==> config.mk <==
export PLATFORM = sky130hd
export DESIGN_NAME = mctf_cell
export DESIGN_NICKNAME = d
export VERILOG_FILES = /design/src/rtl/mctf_pkg.sv /design/src/rtl/mctf_cell.sv
export SDC_FILE = /design/constraint.sdc
export NUM_CORES = 1
export LEC_CHECK = 0
export BUFFER_PORTS_ARGS = -buffer_cell sky130_fd_sc_hd__buf_2
export CELL_PAD_IN_SITES_DETAIL_PLACEMENT = 1
export CELL_PAD_IN_SITES_GLOBAL_PLACEMENT = 1
export CORE_MARGIN = 2
export CORE_UTILIZATION = 34
export DETAILED_ROUTE_END_ITERATION = 16
export PLACE_DENSITY = 0.77
export SYNTH_ARGS = -nofsm -noshare
export SYNTH_HDL_FRONTEND = slang
export SYNTH_SLANG_ARGS = --single-unit
==> constraint.sdc <==
create_clock -name clk -period 2.3 [get_ports clk]
set_clock_uncertainty 0.05 [all_clocks]
set_input_delay 0.23 -clock clk [delete_from_list [all_inputs] [get_ports clk]]
set_output_delay 0.23 -clock clk [all_outputs]
set_load 0.005 [all_outputs]
==> src/rtl/mctf_pkg.sv <==
// Shared types and codes of the multichannel transmit ring FIFO.
`default_nettype none

package mctf_pkg;

  typedef struct packed {
    logic        req_type;
    logic [5:0]  channel;
    logic [31:0] word_high;
    logic [31:0] word_low;
  } req_item_t;

  typedef struct packed {
    logic [1:0]  result_kind;
    logic        accepted;
    logic [5:0]  served_channel;
    logic [31:0] out_high;
    logic [31:0] out_low;
    logic [63:0] served_mask;
    logic [31:0] lost_total;
    logic        last;
  } rsp_item_t;

  localparam logic [1:0] RK_PUSH_ACK = 2'd0;
  localparam logic [1:0] RK_WORD     = 2'd1;
  localparam logic [1:0] RK_EMPTY    = 2'd2;

  localparam logic REQ_PUSH = 1'b0;
  localparam logic REQ_POP  = 1'b1;

  localparam logic [5:0] CH_BCAST_ONCE  = 6'd63;
  localparam logic [5:0] CH_BCAST_TWICE = 6'd62;

  typedef enum logic [2:0] {
    ST_IDLE,
    ST_BCAST,
    ST_POP_SCAN,
    ST_POP_EMIT,
    ST_ACK
  } state_t;

  // Command broadcast to every channel cell.
  typedef struct packed {
    logic push;
    logic pop;
    logic advance;
    logic clear;
  } cell_cmd_t;

  typedef struct packed {
    logic full;
    logic nonempty;
  } cell_stat_t;

endpackage

`default_nettype wire

==> src/rtl/mctf_cell.sv <==
// One channel cell: ring pointers and the sweep token passed to the next cell.
`default_nettype none

module mctf_cell #(
  parameter int DEPTH = 16,
  parameter int PTR_W = 4
) (
  input  wire logic                  clk,
  input  wire logic                  rst,
  input  wire mctf_pkg::cell_cmd_t   cmd,
  input  wire logic                  direct,
  input  wire logic                  token_in,
  output logic                       token_out,
  output mctf_pkg::cell_stat_t       stat,
  output logic           [PTR_W-1:0] wptr,
  output logic           [PTR_W-1:0] rptr
);

  import mctf_pkg::*;

  logic             token;
  logic             act;
  logic [PTR_W-1:0] wptr_inc;
  logic [PTR_W-1:0] rptr_inc;

  assign wptr_inc = (wptr == PTR_W'(DEPTH - 1)) ? '0 : wptr + 1'b1;
  assign rptr_inc = (rptr == PTR_W'(DEPTH - 1)) ? '0 : rptr + 1'b1;

  assign act           = token | direct;
  assign stat.full     = (wptr_inc == rptr);
  assign stat.nonempty = (wptr != rptr);
  assign token_out     = token;

  always_ff @(posedge clk) begin
    if (rst) begin
      token <= 1'b0;
      wptr  <= '0;
      rptr  <= '0;
    end else begin
      if (cmd.clear) begin
        token <= 1'b0;
      end else if (cmd.advance) begin
        token <= token_in;
      end
      // a full ring drops the word
      if (act && cmd.push && !stat.full) begin
        wptr <= wptr_inc;
      end
      if (act && cmd.pop) begin
        rptr <= rptr_inc;
      end
    end
  end

endmodule

`default_nettype wire

==> parameters.txt <==
Parameter                              Value

Clock network
  CTS H-Tree Depth    1
  CTS max path bufs    2
  TritonCTS Sinks    9
  Num CTS Buffers    3
  Count of cells resized by post-cts repair    0
  Clock latency of the later-clocked register in the worst-skew pair    0.27 ns
  Cell at the root of the clock tree    sky130_fd_sc_hd__clkbuf_4
  Hold_buf cts    0
  Clock transition at the registers of the reported paths    0.07 ns
  Buffers inserted during post-CTS setup optimization    0
  Clock tree from TritonCTS    done

Finish
  Fill cells    190
  Synth-to-Final Area Change    23.3%
  Antenna diodes    0
  Number of nets in the final layout    93
  Fraction of layout cells with a size suffix above 1    32.9%
  Register Area    183 sq um
  Total area of multi-input combinational cells    373 sq um

GRT
  Pin count of the biggest net entering global routing    14
  Via count of the first global-routing pass    463
  Congestion Overflow GR    0
  Wire length of the first global-routing pass    2070 microns
  Initial antenna violation count    0
  Global Route Usage Sum    14.8%

Detailed routing
  Total wire length after detailed routing    1340 microns
  Initial detailed-routing violation count    2
  Routed wire per std cell    13.7 microns
  Post-DRT Antenna Nets    0
  Detail-routed via count per cell    5.20
  Total iterations of the first detailed-routing run    2
  Total number of vias    510
  Final routed DRC violation total    0

Power and ir drop
  Proportion of power drawn by combinational gates    20.3%
  Power density over the cells    546 mW/mm^2
  Leakage    0.308 nW
  Switching share of power    29.2%
  Internal    0.269 mW
  Clock share of power    34.0%
  Proportion of power drawn by flip-flops and latches    45.7%
  Sw Pwr    0.111 mW
  Worst IR Drop VDD    307 uV

Floorplanning
  Initial cell density of the core    37.0%
  Die area    0.00200 sq mm
  Row count    14
  Height of the chip    44.7 microns
  X dimension of the die    44.7 microns
  Std-Cell Core Area    0.00152 sq mm
  # IOs    19

Run status
  Run status    complete, no violations

STA
  Worst hold slack after final layout    0.0636 ns
  Minimum period implied by the final worst setup slack    2.13 ns
  Pin slew with the least headroom to its limit    0.345 ns
  Sum Neg Setup Slack    0 ns
  Unrepaired setup endpoints after global routing    no
  Rel. slew slack    76.8%
  Final Cycle Share    92.7%
  Highest clock rate    469 MHz
  Final Max Slew Viols    0
  Number of failing hold endpoints at the final stage    0
  Count of endpoints failing setup in the final report    0

Placed design
  Number of port buffers    18
  Sum of net half-perimeters after detailed placement    1030 microns
  Final Wtd Congestion    0.743

Synth
  Number of nets produced by synthesis    72
  Post-Synthesis Cell Area    564 sq um
  Yosys synthesis warning count    0
  Sequential element share of the synthesized area    31.9%
  Count of distinct cell types in the synthesized netlist    27
  Register bit total from synthesis    9
  Post-Synthesis Mean Instance Area    9.10 sq um
  Gate Count Post-Synth    62

Critical path
  Crit path cell chain    and4b_1, a311oi_2, xor2_1, and2_1, buf_2
  Worst path top cell family by delay    flip-flops
  Arrival time of data at the critical path endpoint    1.85 ns
  Critical path start-end classification    flop to primary output
  CP max stage cell    sky130_fd_sc_hd__dfxtp_1
  Max stage delay on crit path    0.46 ns
  WP buf/inv    1
  Maximum fanout count along the critical path    7
  Kind of start point of the critical path    flop
  Required time reported for the critical path endpoint    2.02 ns
  Setup crit end kind    primary output
  Slack of the worst reg-to-reg path    0.34 ns

Flow run
  Count of maximum capacitance violations    0

Worst hold path
  Worst min-delay path category    primary input to flop
==> synth_stat cells (all sizes together) <==
cell type	n	area share, %
a211oi	1	1.3
inv	1	0.66
dfxtp	9	32
xnor2	5	7.8
clkbuf	2	1.3
nand2b	4	4.4
or3	1	1.1
and4b	1	1.8
nor2b	3	3.3
a311oi	1	2.7
nor2	5	3.3
and2	1	1.1
o21ai	2	1.8
nand4	1	1.1
xor2	4	6.2
mux2	2	4.7
o21a	1	1.3
a31oi	2	2.2
mux2i	5	8.9
nand2	4	2.7
nor3	2	2.7
ha	2	4.4
a21oi	3	3.3
==> worst register-to-register path, delay by kind of cell (launching register included) <==
kind | cells | cell delay (ns)
AO/OA/AOI/OAI | 2 | 0.58
XOR/XNOR | 1 | 0.16
flip-flops | 1 | 0.46
multiplexers | 1 | 0.34
AND/OR/NAND/NOR | 1 | 0.25
==> through the flow <==
step / total power [mW] / worst slack (ns) / area [sq um] / util, % / cells
after floorplan: 0.224 / 0.416 / 564 / - / 62
after global placement: 0.252 / 0.315 / 667 / 43.8 / 94
after detailed placement: 0.254 / 0.272 / 667 / 43.8 / 94
after CTS: 0.389 / 0.0970 / 693 / 45.5 / 98
after global routing: 0.400 / 0.0689 / 696 / 45.6 / 98
final: 0.380 / 0.167 / 696 / 45.6 / 98
==> final timing paths <==
check | startpoint | to | cells after the start
min | cmd[0] | token_out$_SDFFE_PP0P_ | 2
max | wptr[3]$_SDFFE_PP0P_ | stat[1] | 5
min reg2reg | wptr[1]$_SDFFE_PP0P_ | wptr[1]$_SDFFE_PP0P_ | 2
max reg2reg | wptr[3]$_SDFFE_PP0P_ | wptr[2]$_SDFFE_PP0P_ | 5
==> flip-flops by register name (all words and copies together), names as in the netlist <==
register   cells
token_out      1
wptr           4
rptr           4
==> kinds of logic (layout without fill, tap and decap cells) <==
| logic type | after synthesis | in the layout | share of synthesized area [%] |
|---|---|---|---|
| simple gates | 22 | 22 | 21.5 |
| compound gates | 10 | 10 | 12.6 |
| xor+xnor | 9 | 9 | 14.0 |
| flops | 9 | 9 | 31.9 |
| mux | 7 | 7 | 13.5 |
| buf+inv | 3 | 23 | 2.00 |
| fa+ha+maj | 2 | 2 | 4.43 |
==> power groups by stage <==
stage / sequential, mW / clock (mW) / combinational [mW]
2_1_floorplan: 0.173 / 0 / 0.0503
3_3_place_gp: 0.176 / 0 / 0.0756
3_5_place_dp: 0.177 / 0 / 0.0779
4_1_cts: 0.173 / 0.138 / 0.0783
5_1_grt: 0.176 / 0.140 / 0.0840
6_report: 0.174 / 0.129 / 0.0770
==> area by class of cell <==
type                            count  share of cell area [%]
Inverter                            1                   0.540
Timing Repair Buffer               18                    12.9
Tap cell                           16                    2.88
Sequential cell                     9                    26.3
Multi-Input combinational cell     50                    53.6
Clock buffer                        4                    3.78
==> routing by layer <==
| metal | vias to the layer above | wire [microns] | global-route usage, % |
|---|---|---|---|
| met5 | - | 0 | 0 |
| met4 | 0 | 31 | 9.09 |
| met3 | 4 | 82 | 3.60 |
| met2 | 16 | 589 | 23.2 |
| met1 | 235 | 636 | 18.2 |
| li1 | 255 | - | - |
==> cells in the final DEF, fill, tap and decap left out, drive strengths merged <==
cell,count
buf,18
dfxtp,9
xnor2,5
mux2i,5
nor2,5
xor2,4
nand2,4
nand2b,4
clkbuf,4
nor2b,3
a21oi,3
a31oi,2
ha,2
nor3,2
o21ai,2
mux2,2
nand4,1
inv,1
and4b,1
a311oi,1
and2,1
o21a,1
a211oi,1
or3,1
Power figures use the tool's default switching activity.
